[src/design/assert_macros.svh]
// Assertion macros used by the predictor unit design file.
`ifndef ASSERT_MACROS_SVH
`define ASSERT_MACROS_SVH

// Same-cycle implication, disabled while reset is asserted.
`define SWLP_ASSERT_IMP(label, clk, rst_n, ante, cons, msg) \
	label: assert property (@(posedge clk) disable iff (!rst_n) (ante) |-> (cons)) \
		else $error(msg);

// Next-cycle implication, disabled while reset is asserted.
`define SWLP_ASSERT_NXT(label, clk, rst_n, ante, cons, msg) \
	label: assert property (@(posedge clk) disable iff (!rst_n) (ante) |=> (cons)) \
		else $error(msg);

`endif

[src/design/swlp_ram.sv]
module swlp_ram #(
	parameter int WIDTH = 32,
	parameter int DEPTH = 16
) (
	input  logic                     clk,
	input  logic                     we,
	input  logic [$clog2(DEPTH)-1:0] waddr,
	input  logic [WIDTH-1:0]         wdata,
	input  logic                     re,
	input  logic [$clog2(DEPTH)-1:0] raddr,
	output logic [WIDTH-1:0]         rdata
);
	logic [WIDTH-1:0] mem_q [DEPTH];

	always_ff @(posedge clk) begin
		if (we) begin
			mem_q[waddr] <= wdata;
		end
		if (re) begin
			rdata <= mem_q[raddr];
		end
	end
endmodule

[config.mk]
export PLATFORM = sky130hd
export DESIGN_NAME = swlp_ram
export DESIGN_NICKNAME = d
export VERILOG_FILES = /design/src/design/assert_macros.svh /design/src/design/swlp_ram.sv
export SDC_FILE = /design/constraint.sdc
export NUM_CORES = 1
export LEC_CHECK = 0
export BUFFER_PORTS_ARGS = -buffer_cell sky130_fd_sc_hd__buf_4
export CAP_MARGIN = 20
export CORE_ASPECT_RATIO = 0.9
export CORE_MARGIN = 2
export CORE_UTILIZATION = 27
export CTS_CLUSTER_SIZE = 30
export DETAILED_ROUTE_END_ITERATION = 10
export PLACE_DENSITY_LB_ADDON = 0.05
export SLEW_MARGIN = 40
export SYNTH_ARGS = -nofsm -noshare
export SYNTH_HDL_FRONTEND = slang
export SYNTH_SLANG_ARGS = --single-unit
[constraint.sdc]
create_clock -name clk -period 4.82 [get_ports clk]
set_input_delay 0.723 -clock clk [delete_from_list [all_inputs] [get_ports clk]]
set_output_delay 0.723 -clock clk [all_outputs]
set_load 0.005 [all_outputs]
; ---- Yosys cells after proc, flatten, opt, wreduce, memory -nomap -nowiden
; Memory sizes are Yosys's and may differ from the RTL's. A register that Yosys moved wholly into a read port is not among the register bits.
; Cells that the tools add are included.
[classes]
n_mux = 2
[op_table]
columns = cell, count
row1 = 1-bit 2-to-1 mux, 2
[totals]
ramBits = 512
register_bits = 0
in_bits = 43
mem_count = 1
word_cells = 3
[mem_list]
columns = name, depth, word_bits, rd, rd_ports_with_merged_regs, write_ports, line
row1 = mem_q, 16, 32, 1, 1, 1, swlp_ram.sv:13  ; logic [WIDTH-1:0] mem_q [DEPTH];

; ---- Depth between registers and ports, before layout
[logic_depth]
word_depth = 2
mapped_depth = 5
depth_no_buf = 3

; ---- Worst setup path before layout
; Ideal clock, no wire load.
[synth_timing]
path_kind = input to register
startpoint = in waddr[2]
endpoint = mem mem_q[0][0] (enable)
t_arrival_ns = 3.441
path_stages = 2
path_buffers = 0
path_slack_ns = 0.917
path_cell_list = or3b_2 -> nor3_1
[synth_rtl]
columns = item, line
row1 = start: declaration, swlp_ram.sv:7  ; input logic [$clog2(DEPTH)-1:0] waddr,
row2 = end: declaration, swlp_ram.sv:13
; No word-level cell before the write port.

==> out/qor.yml <==
status: "complete, no violations"
hold_viol_final: 0
initial_core_util: 0.2716
gp_routability_congestion: 0.6556
wirelength_um: 53140
max_freq_mhz: 437.9
cts_buffer_depth: 3
dieArea_um2: 76930
startpoint: "raddr[0]"
fin_nets: 1019
syn_area_um2: 20170
cts.sinks: 544
antenna_found_initial: 2
cp.buffers_inverters: 2
ys.flop_type: "edfxtp_1"
crit_cells: 5
p_leak_uw: 0.007626
clockRootBuffer: "clkbuf_16"
cpPeakStageDelay_ns: 0.56
critical_path.cell_chain: "buf_8 -> buf_4 -> mux4_2 -> a22oi_1 -> nand2_1"
setup_viol: 0
slew_violations: 0
core_area_um2: 74290
fin_ws_ns: 2.536
area_delta_synth_final_pct: 20.21
htreeDepth: 2
yosysWarnings: 0
drive_gt1_frac: 0.3386
layout_common_cells: "544 x edfxtp_1, 128 x mux4_2, 105 x buf_4, 64 x a22oi_1, 60 x clkbuf_16"
drt_first_pass_iters: 4
num_vias: 9098
drc_errors: 0
drtIter0Drc: 675
grt-ovfl-total: 0
path_max_fanout: 49
portBuffers: 74
tns_ns: 0
dp_slack_ns: 1.813
placed_area_um2: 22360
skew_ns: 0.02098
async_flop_share: 0
synth-edff-count: 544
crit_slowest_cell: "mux4_2"
seq_area_frac_synth: 0.8097
reg2reg_depth: 3
synth_cell_types: 17
maxSlewHeadroom: 0.4518
max_cap_viol_count: 0
hold_class: "in2reg"
finalCritPeriodShare: 0.4738
cp_data_required_time_ns: 5.15
critPathCapture: "rdata[2]"
cts_tree: "yes"
worstReg2RegStart: "mem_q[3][8]"
cts.clk_slew.worst_paths_ns: 0.06
die_h_um: 263.3
hold_slack_ns: 0.4102
crit_arrival_ns: 2.61
syn_inst: 838
worstSetupStartpointType: "input pin"
final_common_cell: "edfxtp_1"
ys_seq_elements: 544
final_area_um2: 24250
detail_route.wl_per_cell_um: 26.67
grt_pass1_wl_um: 76100
yosysTopAreaCellShare: 0.8097
syn_nets: 881
grt_pass1_vias: 9859
cts_resized: 0
viasPerCell: 4.565
ir_drop_mv: 0.2547
post_cts_buffers: 0
yosys.area.top_type: "edfxtp_1"
fin_crit_ns: 2.284
ant_nets: 0
endpoint_kind: "flop"
die_w_um: 292.1
grt_setup_unrepaired: "no"
crit_type: "in2reg"
pwr_density_cell_nw_per_um2: 423.2
r2r_slack_ns: 3.32
io_pins: 75
postCtsHoldBufs: 0
num_rows: 95
synth_area_leaders: "edfxtp_1 81%, mux4_2 14%, a22oi_1 2.4%, nand2_1 0.61%, buf_4 0.41%"
cp_top_family: "buffers and inverters"
track_usage: 0.1398
grt_max_degree: 52
tightest_slew_ns: 0.8223
cts_buffers: 60
worst_skew_pair.late_latency_ns: 0.62
hpwl_um: 29740
timing.rr.end: "rdata[8]"
syn_avg_cell_area_um2: 24.07
## worst register-to-register path, cell delays in order (launching register included)
cell and delay, ns:
edfxtp_1 0.36, mux4_2 0.47, a22oi_1 0.27, nand2_1 0.14
## state kept, by name, summed over array words and instances, names as in the netlist
register	cells
mem_q	512
rdata	32
## per-stage QoR
step                      total power [µW]  utilization  instances
final                                10260       0.3265       1993
after global placement                5989       0.2985       1875
after global routing                 10640       0.3265       1993
after floorplan                       5708            -        838
after detailed placement              6000       0.3009       1882
after CTS                            10430       0.3258       1990
## area by class of cell
cell class              instances  area, µm²
diodes                          1      2.502
clock buffers                  73       1550
clock inverters                35      301.5
fillers                      6995      50040
multi-input cells             251       3751
flip-flops and latches        544      16340
well taps                     970       1214
repair buffers                119       1097
## synth_stat cells (all sizes together), types with 2 or more instances
| cell type | n |
|---|---|
| clkbuf | 17 |
| nor2 | 13 |
| nand2b | 2 |
| nand3b | 2 |
| buf | 26 |
| edfxtp | 544 |
| a22oi | 64 |
| mux4 | 128 |
| nor3 | 4 |
| nand2 | 33 |
| nor2b | 2 |
## power by group
part           switching (µW)  leakage, µW  internal (µW)
sequential               31.2      0.00494           5330
clock                    1850     0.000895           2530
combinational             298      0.00179            219
total                    2180      0.00763           8080
## layer usage
layer / global-route usage / vias up / wire [µm]
li1: - / 3884 / -
met1: 0.1951 / 5001 / 24520
met2: 0.2284 / 137 / 25940
met3: 0.02085 / 74 / 1555
met4: 0.03692 / 2 / 1107
met5: 0 / - / 13
## kinds of logic (layout without fill, tap and decap cells)
logic type	Yosys count	count (layout)	synth area share
and+or+nand+nor	59	59	0.01253
buffers and inverters	43	227	0.01104
DFF	544	544	0.8097
other	0	1	0
AOI/OAI and AO/OA	64	64	0.02382
muxes	128	128	0.1429
## how the worst min path moves through the flow
stage | start | endpoint | slack [ns] | cells after the start
after floorplan | mem_q[14][0] | rdata[0] | 0.71 | 3
after global placement | mem_q[15][30] | rdata[30] | 0.74 | 3
after detailed placement | mem_q[15][19] | rdata[19] | 0.74 | 3
after CTS | wdata[8] | mem_q[9][8] | 0.37 | 1
after global routing | wdata[26] | mem_q[12][26] | 0.39 | 1
final | wdata[25] | mem_q[12][25] | 0.41 | 1
Power figures use the tool's default switching activity.
