===== src/design/assert_macros.svh =====
// Assertion macros used by the predictor unit design file.
`ifndef ASSERT_MACROS_SVH
`define ASSERT_MACROS_SVH

// Same-cycle implication, disabled while reset is asserted.
`define SWLP_ASSERT_IMP(label, clk, rst_n, ante, cons, msg) \
	label: assert property (@(posedge clk) disable iff (!rst_n) (ante) |-> (cons)) \
		else $error(msg);

// Next-cycle implication, disabled while reset is asserted.
`define SWLP_ASSERT_NXT(label, clk, rst_n, ante, cons, msg) \
	label: assert property (@(posedge clk) disable iff (!rst_n) (ante) |=> (cons)) \
		else $error(msg);

`endif


===== src/design/swlp_mul.sv =====
module swlp_mul #(
	parameter int WA = 36,
	parameter int WB = 36
) (
	input  logic                    clk,
	input  logic                    arst_n,
	input  logic                    start,
	input  logic signed [WA-1:0]    a,
	input  logic signed [WB-1:0]    b,
	output logic signed [WA+WB-1:0] p,
	output logic                    busy
);
	localparam int CW = (WB > 1) ? $clog2(WB) : 1;

	logic [WA:0]    hi_q;
	logic [WB-1:0]  lo_q;
	logic [WA-1:0]  ma_q;
	logic           neg_q;
	logic [CW-1:0]  cnt_q;
	logic           busy_q;
	logic [WA:0]    sum;
	logic [WA+WB-1:0] mag;

	// One multiplier bit per cycle on magnitudes; the sign is applied at the end.
	assign sum = hi_q + (lo_q[0] ? {1'b0, ma_q} : '0);
	assign mag = {hi_q[WA-1:0], lo_q};
	assign p   = neg_q ? $signed(-mag) : $signed(mag);
	assign busy = busy_q;

	always_ff @(posedge clk or negedge arst_n) begin
		if (!arst_n) begin
			busy_q <= 1'b0;
			cnt_q  <= '0;
		end else if (start) begin
			busy_q <= 1'b1;
			cnt_q  <= '0;
		end else if (busy_q) begin
			cnt_q <= cnt_q + 1'b1;
			if (cnt_q == CW'(WB - 1)) begin
				busy_q <= 1'b0;
			end
		end
	end

	always_ff @(posedge clk) begin
		if (start) begin
			ma_q  <= a[WA-1] ? -a : a;
			lo_q  <= b[WB-1] ? -b : b;
			hi_q  <= '0;
			neg_q <= a[WA-1] ^ b[WB-1];
		end else if (busy_q) begin
			hi_q <= {1'b0, sum[WA:1]};
			lo_q <= {sum[0], lo_q[WB-1:1]};
		end
	end
endmodule


===== config.mk =====
export PLATFORM = sky130hd
export DESIGN_NAME = swlp_mul
export DESIGN_NICKNAME = d
export VERILOG_FILES = /design/src/design/assert_macros.svh /design/src/design/swlp_mul.sv
export SDC_FILE = /design/constraint.sdc
export NUM_CORES = 1
export LEC_CHECK = 0
export BUFFER_PORTS_ARGS = -buffer_cell sky130_fd_sc_hd__buf_2
export CAP_MARGIN = 40
export CORE_ASPECT_RATIO = 0.75
export CORE_MARGIN = 1.5
export CORE_UTILIZATION = 58
export CTS_CLUSTER_DIAMETER = 40
export DETAILED_ROUTE_END_ITERATION = 10
export PLACE_DENSITY = 0.88
export SLEW_MARGIN = 0
export SYNTH_ARGS = -nofsm -noshare
export SYNTH_HDL_FRONTEND = slang
export SYNTH_SLANG_ARGS = --single-unit

===== constraint.sdc =====
create_clock -name clk -period 4.55 [get_ports clk]
set_input_delay 0.6825 -clock clk [delete_from_list [all_inputs] [get_ports clk]]
set_output_delay 0.6825 -clock clk [all_outputs]
set_load 0.005 [all_outputs]

* After elaboration in Yosys (flattened, before gate mapping)
Index checks and enable logic that the tools add are counted.
** Storage, ports and cells
- Register bits after elaboration :: 116
- Latch bits :: 0
- RAM bits :: 0
- Bits in read-only memories :: 0
- Input bits :: 75
- Memories kept :: 0
** Operators by class
- $add $sub $neg :: 5
- Multipliers :: 0
- Div/mod/pow operators :: 0
- Magnitude comparators :: 0
- Equal/unequal tests :: 1
- Shift operators :: 0
- Muxes and demuxes :: 11
- Bitwise gates (word level) :: 1
- Reductions and logical operators :: 1
** Operators with widths (number)
- $mux W36 :: 4
- $mux W72 :: 1
- $neg A36 Y36 :: 2
- $neg A72 Y72 :: 1
- $add A36 B36 Y37 :: 1
- $mux W35 :: 1
- $mux W6 :: 2
- $add A6 B1 Y6 const B :: 1
- $eq A6 B6 Y1 const B :: 1
- $mux W1 :: 3
- $reduce_bool A2 Y1 :: 1
- $xor A1 B1 Y1 :: 1

* Depth between registers and ports, before layout
Gate-level depths: netlist (run 1).
- Depth after elaboration :: 4
- Depth in mapped cells :: 12

* Worst setup path after synthesis (run 1)
No wires, ideal clock.
- Path kind :: reg-to-output
- Start point :: register lo_q[31]
- End point :: output p[69]
- Data arrival time :: 3090 ps
- Required time :: 3868 ps
- Setup slack :: 778 ps
- Cell stages (with the launch flop) :: 11
- Path buffers :: 3
- Cell sequence :: edfxtp_1 -> or3_1 -> buf_2 -> or4_4 -> buf_6 -> or4_1 -> or3_1 -> buf_2 -> or2_4 -> o41ai_4 -> xnor2_1
** Between the ends
- Longest elaborated chain between the ends :: 2
** RTL lines
- start, declared :: line swlp_mul.sv:16 : logic [WB-1:0] lo_q;
- start signal, assigned :: line swlp_mul.sv:48 : lo_q <= b[WB-1] ? -b : b;
- start signal, assigned :: line swlp_mul.sv:53 : lo_q <= {sum[0], lo_q[WB-1:1]};
- $neg A72 Y72 :: line swlp_mul.sv:27 : assign p = neg_q ? $signed(-mag) : $signed(mag);
- $mux W72 :: line swlp_mul.sv:27
- end, declared :: line swlp_mul.sv:10 : output logic signed [WA+WB-1:0] p,
Every way passes these cells.

* Final worst setup path (run 1)
Ends and elaborated chain as after synthesis.

==> out/results.tsv, run 1 <==
stage	metric	value	unit
run_status	outcome	complete, no violations	
global_route	M3 GR Usage	0.0673	
critical_path	nature of the critical path endpoint	output pin	
synth	share of the yosys chip area belonging to registers	0.329	
clock_tree	H-tree depth	4	
cells_and_area	final cell count without fillers	1435	
power	VDD IR-drop max	0.245	mV
cells_and_area	Multi-input gate area	0.00600	sq mm
cells_and_area	Area Growth Syn to Fin	17.0	%
floorplanning	initial core utilization	0.590	
power	P_leak	4.42	nW
floorplanning	Ports	148	
clock_tree	clock latency on the worst-skew pair	0.43	ns
timing	Setup Skew	0.00775	ns
route	wire per inst	17.9	um
synth	Post-synth EDFFs	73	
global_route	vias in the first global route	8332	
timing	fmax	225	MHz
timing	fin crit share	0.975	
route	total number of vias	9104	
floorplanning	Die Wd	150	um
timing	endpoints failing setup	0	
critical_path	worst r2r src	lo_q[0]	
floorplanning	full die area	0.0170	sq mm
flow_run	Max Cap Violations	0	
floorplanning	DIE HEIGHT	113	um
timing	worst-margin pin slew	0.860	ns
synth	Mean Syn Cell Area	8.62	sq um
critical_path	maximum net fanout on the critical path	7	
cells_and_area	fin util	0.690	
synth	top_reg_cell synth	edfxtp_1	
synth	#FFs+latches synth	116	
clock_tree	cts bufs inserted	17	
timing	Max Slew Vio Count	0	
critical_path	Setup CP Type	reg -> out	
route	Pre-Repair DR Iteration Count	7	
critical_path	Worst EP required	3.87	ns
synth	ranking of synthesized cells by area	edfxtp_1, xnor2_1, dfxtp_1	
clock_tree	Clock transition at path regs	0.05	ns
timing	Rel. slew slack	0.427	
global_route	GRT Total Usage	0.308	
route	DRC errors left	0	
global_route	initial antenna violation count	0	
global_route	grt met1 use	0.418	
synth	Post-Syn Area	0.00939	sq mm
route	remaining antenna violation count after routing	0	
placed_design	HPWL reported at the end of detailed placement	18.9	mm
clock_tree	CTS tree	done	
synth	post-synth net total	1206	
global_route	grt ovf	0	
synth	leading area contributor after synthesis	edfxtp_1	
cells_and_area	# nets final	1328	
clock_tree	CTS max path bufs	2	
placed_design	routability cong.	0.964	
route	drt total wl	25.7	mm
global_route	Top Usage Layer GRT	met2	
synth	Commonest cells post-synth	xnor2_1, a21oi_1, nand2_1, nor2_1, o21ai_0	
timing	Final Hold Vio Count	0	
synth	ys async rst share	0.0603	
clock_tree	Root Buffer	clkbuf_16	
route	DRT iter0 DRCs	872	
timing	Tmin final	4.44	ns
cells_and_area	ratio of cells with drive above 1 in the final layout	0.173	
placed_design	port bufs	147	
clock_tree	clock sinks	116	
critical_path	Worst EP arrival	3.76	ns
floorplanning	Placeable Area	0.0159	sq mm
route	vias per cell	6.34	
global_route	met2 usage	0.480	
power	P per Cell Area	426	mW/mm^2
synth	cell with the most instances after synthesis	xnor2_1	
critical_path	reg2reg setup slack	0.70	ns
critical_path	startpoint types	flip-flop	
cells_and_area	ANT cells	0	
timing	WHS	0.0830	ns
worst_hold_path	Min-Delay Path Class	in -> async	
global_route	first-pass GRT wire length	41.2	mm
critical_path	worst r2r dst	hi_q[33]	
cells_and_area	FILL cells	1226	
global_route	largest net degree at the start of global routing	64	
critical_path	Worst Reg-to-Reg Cells	10	
placed_design	# placed instances	1402	
synth	Synth top area share	0.233	
synth	Synthesis Warnings	0	
synth	Cells after Synth	1090	
cells_and_area	Storage cell area	0.00309	sq mm
floorplanning	row cnt	40	
synth	library cells used by synthesis	65	
-- registers in the layout (all words and copies together), names as in the netlist --
signal / cells
hi_q: 36
lo_q: 36
ma_q: 36
cnt_q: 6
busy: 1
neg_q: 1
-- power breakdown --
group	switching, W	internal [W]	total (W)	leakage, nW
logic	0.000860	0.000679	0.00154	2.96
registers	0.000237	0.00130	0.00154	1.12
clock network	0.000485	0.00112	0.00161	0.342
total	0.00158	0.00310	0.00468	4.42
-- stage by stage --
stage                     setup TNS (ns)  cell area [sq um]  setup slack, ns  total power [W]
after floorplan                        0               9390            0.778          0.00250
final                                  0              11000            0.112          0.00468
after global placement                 0              10200            0.624          0.00300
after global routing             -0.0321              11000          -0.0297          0.00491
after detailed placement               0              10300            0.505          0.00304
after CTS                              0              11000           0.0250          0.00466
-- critical path, cell delays in order, from the launching register on --
cell      delay [ns]
edfxtp_1        0.44
or3_1           0.51
or4_4           0.60
or4_1           0.55
or3_4           0.41
or2_4           0.28
o41ai_4         0.24
xnor2_1         0.16
buf_2           0.14
-- what timing repair did --
action | 4_1_cts | 5_1_grt
pin swaps | 0 | 1
endpoints found under the setup margin | 3 | 8
gates resized for setup | 1 | 3
hold buffers | 0 | 0
setup buffers | 0 | 1
-- cells in the final DEF (no fill, tap or decap), types with 5 or more instances in the layout --
cell type    n
mux2i_1     13
nand2b_1    11
o31ai_1     40
o21ai_0     74
or4_1       26
or2_2       11
o21bai_1     6
o211ai_1     5
and3_1      11
inv_1       26
a21oi_1     87
o21a_1       6
or3_1       29
nand2_1     84
o41ai_1     26
a211oi_1     5
bufinv_16    7
buf_4       14
nand4_1     13
nor3_1      16
nand3_1     24
dfxtp_1     36
xor2_1      44
nor4_1       8
and2_1      38
clkbuf_16   17
edfxtp_1    73
nor2_1      75
dfrtp_1      7
o2111ai_1    6
a21o_1      24
ha_1        40
buf_2      146
xnor2_1    113
-- area by class of cell --
cell class / count / area share
sequential: 116 / 0.281
timing repair buffer: 160 / 0.0761
clock buffer: 22 / 0.0432
multi-input combinational: 891 / 0.546
tap: 210 / 0.0239
clock inverter: 10 / 0.0204
inverter: 26 / 0.00888
-- routing by layer --
| metal | part of all wire | wire length (um) |
|---|---|---|
| met5 | 0 | 0 |
| met4 | 0.029 | 733 |
| met2 | 0.45 | 11600 |
| met3 | 0.097 | 2500 |
| met1 | 0.42 | 10900 |
-- worst max-delay path by stage --
stage | from | to | depth (start not counted)
after floorplan | lo_q[31] | p[69] | 10
after global placement | lo_q[31] | p[69] | 8
after detailed placement | lo_q[31] | p[69] | 8
after CTS | lo_q[31] | p[69] | 8
after global routing | lo_q[10] | p[49] | 9
final | lo_q[31] | p[69] | 8
-- cell families (layout without fill, tap and decap cells) --
family,after synthesis,in the layout,synth area share
flip-flops,116,116,0.329
adder cells (fa/ha/maj),41,41,0.0554
buffers and inverters,83,218,0.0346
XOR/XNOR,157,157,0.146
multiplexers,13,13,0.0139
AO/OA/AOI/OAI,310,310,0.215
AND/OR/NAND/NOR,370,370,0.206
(Power assumes the default switching activity.)
==> inputs of run 2 (changes only) <==
--- a/config.mk
+++ b/config.mk
@@ -7,2 +7,3 @@
 export LEC_CHECK = 0
+export ABC_AREA = 1
 export BUFFER_PORTS_ARGS = -buffer_cell sky130_fd_sc_hd__buf_2
@@ -11,6 +12,7 @@
 export CORE_MARGIN = 1.5
-export CORE_UTILIZATION = 58
+export CORE_UTILIZATION = 60
 export CTS_CLUSTER_DIAMETER = 40
 export DETAILED_ROUTE_END_ITERATION = 10
-export PLACE_DENSITY = 0.88
+export MAX_ROUTING_LAYER = met4
+export PLACE_DENSITY = 0.89
 export SLEW_MARGIN = 0
==> constraint.sdc (replaced) <==
create_clock -name clk -period 4.55 [get_ports clk]
set_input_delay 0.91 -clock clk [delete_from_list [all_inputs] [get_ports clk]]
set_output_delay 0.91 -clock clk [all_outputs]
set_load 0.005 [all_outputs]
==> run 2 against run 1 <==
Against the previous run:
- via count rose by 39%
- die area rose by 17%
- clock power fell by 16%
- global-route usage rose by 8.6 points
- highest routed layer unchanged
- first-iteration DRC count rose by 88%
- synthesized cell count rose by 68%
==> out/results.tsv, run 2 <==
stage	metric	value	unit
power	internal power	0.00267	W
route	wire per inst	17.1	um
cells_and_area	ratio of cells with drive above 1 in the final layout	0.116	
flow_run	Max Cap Violations	0	
timing	worst setup margin	0.702	ns
cells_and_area	Area Growth Syn to Fin	13.3	%
critical_path	Worst EP arrival	2.94	ns
synth	share of the yosys chip area belonging to registers	0.271	
critical_path	Setup CP Type	reg -> out	
clock_tree	H-tree depth	4	
run_status	outcome	complete, no violations	
route	drt total wl	37.9	mm
global_route	first-pass GRT wire length	58.4	mm
global_route	GRT Total Usage	0.394	
timing	fmax	260	MHz
cells_and_area	most common cell after layout, fill and taps aside	nand2_1	
global_route	initial antenna violation count	0	
synth	Post-Syn Area	0.0114	sq mm
timing	RSZ-0062 raised after global routing	false	
cells_and_area	ANT cells	0	
global_route	largest net degree at the start of global routing	75	
clock_tree	post-cts sizing count	0	
clock_tree	Clock transition at path regs	0.06	ns
synth	leading area contributor after synthesis	edfxtp_1	
global_route	vias in the first global route	10966	
timing	worst-margin pin slew	0.935	ns
timing	Rel. slew slack	0.372	
power	power share of the clock group	0.295	
clock_tree	Root Buffer	clkbuf_16	
power	Reg power frac	0.312	
power	sw frac	0.415	
power	P per Cell Area	353	mW/mm^2
cells_and_area	# nets final	2074	
synth	top_reg_cell synth	edfxtp_1	
route	DRT iter0 DRCs	1638	
route	total number of vias	12666	
floorplanning	Die Wd	162	um
floorplanning	full die area	0.0199	sq mm
placed_design	port bufs	147	
cells_and_area	post-route cell area	0.0129	sq mm
synth	ys async rst share	0.0603	
synth	#FFs+latches synth	116	
synth	cell with the most instances after synthesis	nand2_1	
cells_and_area	most frequent cells in the layout	nand2_1, inv_1, nor2_1	
critical_path	critical path startpoint	lo_q[29]	
placed_design	placed cell area	0.0123	sq mm
timing	Tmin final	3.85	ns
route	remaining antenna violation count after routing	0	
power	Logic pwr share	0.393	
floorplanning	DIE HEIGHT	122	um
clock_tree	Hold-fix buffers, CTS	0	
timing	Setup Skew	0.0118	ns
power	P_leak	6.63	nW
synth	post-synth net total	1942	
critical_path	Worst EP required	3.64	ns
synth	library cells used by synthesis	53	
floorplanning	Placeable Area	0.0186	sq mm
placed_design	HPWL reported at the end of detailed placement	30.5	mm
clock_tree	postcts setup bufs	0	
timing	Max Slew Vio Count	0	
clock_tree	clock sinks	116	
timing	WHS	0.286	ns
cells_and_area	Top Registers	hi_q: 36 flops, lo_q: 36 flops, ma_q: 36 flops	
timing	fin crit share	0.846	
placed_design	pre-CTS WS	1.41	ns
worst_hold_path	Min-Delay Path Class	in -> async	
clock_tree	CTS max path bufs	2	
route	vias per cell	5.71	
synth	ranking of synthesized cells by area	edfxtp_1, nand2_1, inv_1	
floorplanning	row cnt	43	
clock_tree	clock latency on the worst-skew pair	0.44	ns
floorplanning	Ports	148	
route	DRC errors left	0	
critical_path	maximum net fanout on the critical path	3	
clock_tree	cts bufs inserted	17	
placed_design	routability cong.	1.04	
synth	Cells after Synth	1826	
synth	Post-synth EDFFs	73	
timing	endpoints failing setup	0	
clock_tree	CTS tree	done	
timing	Final Hold Vio Count	0	
power	VDD IR-drop max	0.243	mV
timing	setup_tns	0	ns
synth	Synthesis Warnings	0	
global_route	grt ovf	0	
synth	Commonest cells post-synth	nand2_1, inv_1, nor2_1, nand3_1, o21ai_0	
synth	Synth top area share	0.192	
route	Pre-Repair DR Iteration Count	6	
synth	Mean Syn Cell Area	6.25	sq um
critical_path	startpoint types	flip-flop	
power	Sw Pwr	0.00190	W
floorplanning	initial core utilization	0.615	
critical_path	nature of the critical path endpoint	output pin	
critical_path	worst r2r src	lo_q[0]	
==> run 2: changes by cell type after synthesis, moves of 37 or more <==
cell     before  now
xnor2_1     113   24
and2_1       38    1
nand3_1      24  122
xor2_1       44   98
nor2_1       75  226
inv_1        26  282
nand2_1      84  510
==> run 2: path summary, 6_finish.rpt <==
| kind | endpoint | slack [ns] | cells past startpoint |
|---|---|---|---|
| max in group asynchronous | cnt_q[5] | 4.12 | 1 |
| min in group clk | cnt_q[3] | 0.54 | 1 |
| min reg2reg | cnt_q[3] | 0.54 | 1 |
| min | cnt_q[1] | 0.29 | 1 |
| max reg2reg | hi_q[31] | 1.62 | 17 |
| max | p[30] | 0.70 | 8 |
==> run 2: logic make-up (layout without fill, tap and decap cells) <==
kind of cell	Yosys count	count (layout)	synth area share
flip-flops	116	116	0.271
adder cells (fa/ha/maj)	41	41	0.0456
AND/OR/NAND/NOR	998	998	0.377
buffers and inverters	329	474	0.109
AO/OA/AOI/OAI	219	219	0.103
XOR/XNOR	123	123	0.0950
==> run 2: critical path, cell delays in order, from the launching register on <==
cell	delay (ns)
edfxtp_1	0.43
nor2_1	0.22
nand2_1	0.15
nor2_1	0.33
nand2_1	0.14
nor2_1	0.39
xor2_1	0.11
o21ai_0	0.49
buf_2	0.22
==> run 2: power by group through the flow <==
stage               clock [W]  sequential [W]  combinational [W]
global route          0.00139         0.00144            0.00196
CTS                   0.00134         0.00142            0.00174
floorplan                   0         0.00139            0.00115
finish                0.00135         0.00143            0.00179
detailed placement          0         0.00144            0.00173
global placement            0         0.00143            0.00171
==> run 2: final cells by class <==
class / instances / area, sq um
clock buffer: 20 / 479
clock inverter: 12 / 109
fill: 1710 / 5630
inverter: 289 / 1080
multi-input combinational: 1381 / 7080
sequential: 116 / 3090
tap: 247 / 309
timing repair buffer: 153 / 781
==> run 2: metrics by stage <==
stage,std cells,power [W],util
6_report,2218,0.00457,0.697
5_1_grt,2218,0.00479,0.697
4_1_cts,2218,0.00450,0.697
3_5_place_dp,2186,0.00317,0.665
3_3_place_gp,2186,0.00314,0.665
2_1_floorplan,1826,0.00254,-
==> run 2: layer usage <==
layer  GRT usage  routed length (um)  up-vias
li1            -                   -     6131
met1       0.568               17300     5757
met2       0.530               15000      698
met3       0.116                4800       80
met4       0.104                 823        0
met5           -                   0        -
==> inputs of run 3 (changes only) <==
- clock period: 4.55 -> 4 ns (I/O delays scaled with it)
==> run 3 against run 2 <==
Against the previous run:
- register-to-register slack got worse by 0.61 ns
- die area unchanged
- sequential share of layout area about the same
- critical endpoint unchanged
==> out/results.tsv, run 3 (synthesis gave the netlist of run 2 again) <==
stage	metric	value	unit
clock_tree	clock latency on the worst-skew pair	0.44	ns
power	P per Cell Area	401	mW/mm^2
cells_and_area	ratio of cells with drive above 1 in the final layout	0.118	
power	VDD IR-drop max	0.255	mV
worst_hold_path	Min-Delay Path Class	in -> async	
clock_tree	Hold-fix buffers, CTS	0	
timing	setup_tns	0	ns
route	DRC errors left	0	
flow_run	Max Cap Violations	0	
clock_tree	Clock transition at path regs	0.07	ns
run_status	outcome	complete, no violations	
floorplanning	row cnt	43	
timing	Rel. slew slack	0.421	
floorplanning	initial core utilization	0.615	
timing	Tmin final	3.58	ns
route	wire per inst	17.1	um
cells_and_area	most common cell after layout, fill and taps aside	nand2_1	
critical_path	Critical path buffers and inverters	3	
floorplanning	Die Wd	162	um
route	DRT iter0 DRCs	1814	
cells_and_area	Area Growth Syn to Fin	13.1	%
clock_tree	Root Buffer	clkbuf_16	
clock_tree	H-tree depth	4	
clock_tree	cts bufs inserted	17	
critical_path	startpoint types	flip-flop	
critical_path	CP top delay family	simple AND/OR/NAND/NOR gates	
cells_and_area	Top Registers	hi_q: 36 flops, lo_q: 36 flops, ma_q: 36 flops	
cells_and_area	FILL cells	1657	
global_route	largest net degree at the start of global routing	75	
power	P_leak	6.64	nW
floorplanning	Placeable Area	0.0186	sq mm
route	drt total wl	38.0	mm
route	Pre-Repair DR Iteration Count	7	
floorplanning	full die area	0.0199	sq mm
critical_path	CP Cell Sequence	inv_1 > ha_1 > inv_1 > nor2_1 > nand2_1 > nor2_1 > xor2_1 > o21ai_0 > buf_2	
timing	Final Hold Vio Count	0	
power	Total Power	0.00518	W
clock_tree	post-cts sizing count	0	
cells_and_area	fin util	0.696	
cells_and_area	ANT cells	0	
critical_path	Setup CP Type	reg -> out	
timing	Setup Skew	0.0124	ns
critical_path	Worst path max stage delay	0.43	ns
global_route	first-pass GRT wire length	59.3	mm
global_route	GRT Total Usage	0.397	
global_route	initial antenna violation count	0	
clock_tree	CTS max path bufs	2	
cells_and_area	# nets final	2076	
floorplanning	Ports	148	
clock_tree	clock sinks	116	
floorplanning	DIE HEIGHT	122	um
placed_design	port bufs	147	
cells_and_area	most frequent cells in the layout	nand2_1, inv_1, nor2_1	
timing	worst-margin pin slew	0.861	ns
global_route	grt ovf	0	
critical_path	maximum net fanout on the critical path	5	
critical_path	Worst EP arrival	2.78	ns
clock_tree	CTS tree	done	
route	total number of vias	12708	
critical_path	Slowest-stage cell, CP	o21ai_0	
critical_path	nature of the critical path endpoint	output pin	
placed_design	routability cong.	0.990	
critical_path	Worst EP required	3.20	ns
global_route	vias in the first global route	11243	
timing	fin crit share	0.896	
timing	RSZ-0062 raised after global routing	false	
timing	endpoints failing setup	0	
timing	fmax	279	MHz
clock_tree	postcts setup bufs	0	
placed_design	HPWL reported at the end of detailed placement	30.3	mm
route	vias per cell	5.72	
route	remaining antenna violation count after routing	0	
timing	Max Slew Vio Count	0	
[run 3: cell types whose count changed in the layout (fill, tap and decap cells not counted), sizes merged]
cell	previous run	this run
clkinvlp	1	0
clkinv	7	4
inv	293	300
clkbuf	20	17
buf	153	155
[run 3: report_power, final]
group	internal, W	leakage [nW]	switching, W
sequential	0.00145	1.14	0.000170
clock	0.000823	0.284	0.000684
combinational	0.000699	5.21	0.00135
[run 3: cell type report]
type                            count  area, sq um  share of cell area
Sequential cell                   116         3090               0.239
Tap cell                          247          309              0.0239
Inverter                          289         1080              0.0840
Multi-Input combinational cell   1381         7080               0.548
Timing Repair Buffer              155          793              0.0614
Clock buffer                       17          425              0.0329
Clock inverter                     15          135              0.0105
[run 3: worst paths after layout]
path,start,cells past startpoint,slack [ns],to
max reg2reg,lo_q[0],11,1.01,hi_q[14]
max,lo_q[1],9,0.42,p[30]
min in group clk,cnt_q[3],1,0.51,cnt_q[3]
max in group asynchronous,arst_n,1,3.67,busy
min,arst_n,1,0.18,cnt_q[1]
min reg2reg,cnt_q[3],1,0.51,cnt_q[3]
[run 3: worst reg2reg max path, stage by stage, from the launching register on]
cell and delay (ns):
edfxtp_1 0.38, buf_4 0.38, nand2_1 0.15, inv_1 0.09, ha_1 0.30, nand2_1 0.16
nand3_1 0.26, a21oi_1 0.46, o21ai_1 0.27, xor2_1 0.21, o21ai_0 0.18, inv_1 0.05
[run 3: through the flow]
stage	setup slack, ns	instances	hold WS, ns	cell area [sq um]
finish	0.416	2220	0.177	12900
global route	0.229	2220	0.198	12900
CTS	0.562	2219	0.179	12900
detailed placement	1.03	2187	0.499	12300
global placement	1.04	2187	0.502	12300
floorplan	1.40	1826	0.478	11400
[run 3: per-layer routing]
metal	track usage	up-vias	part of all wire
met3	0.0899	81	0.13
li1	-	6127	-
met2	0.561	776	0.40
met5	-	-	0
met4	0.0975	0	0.024
met1	0.570	5724	0.45
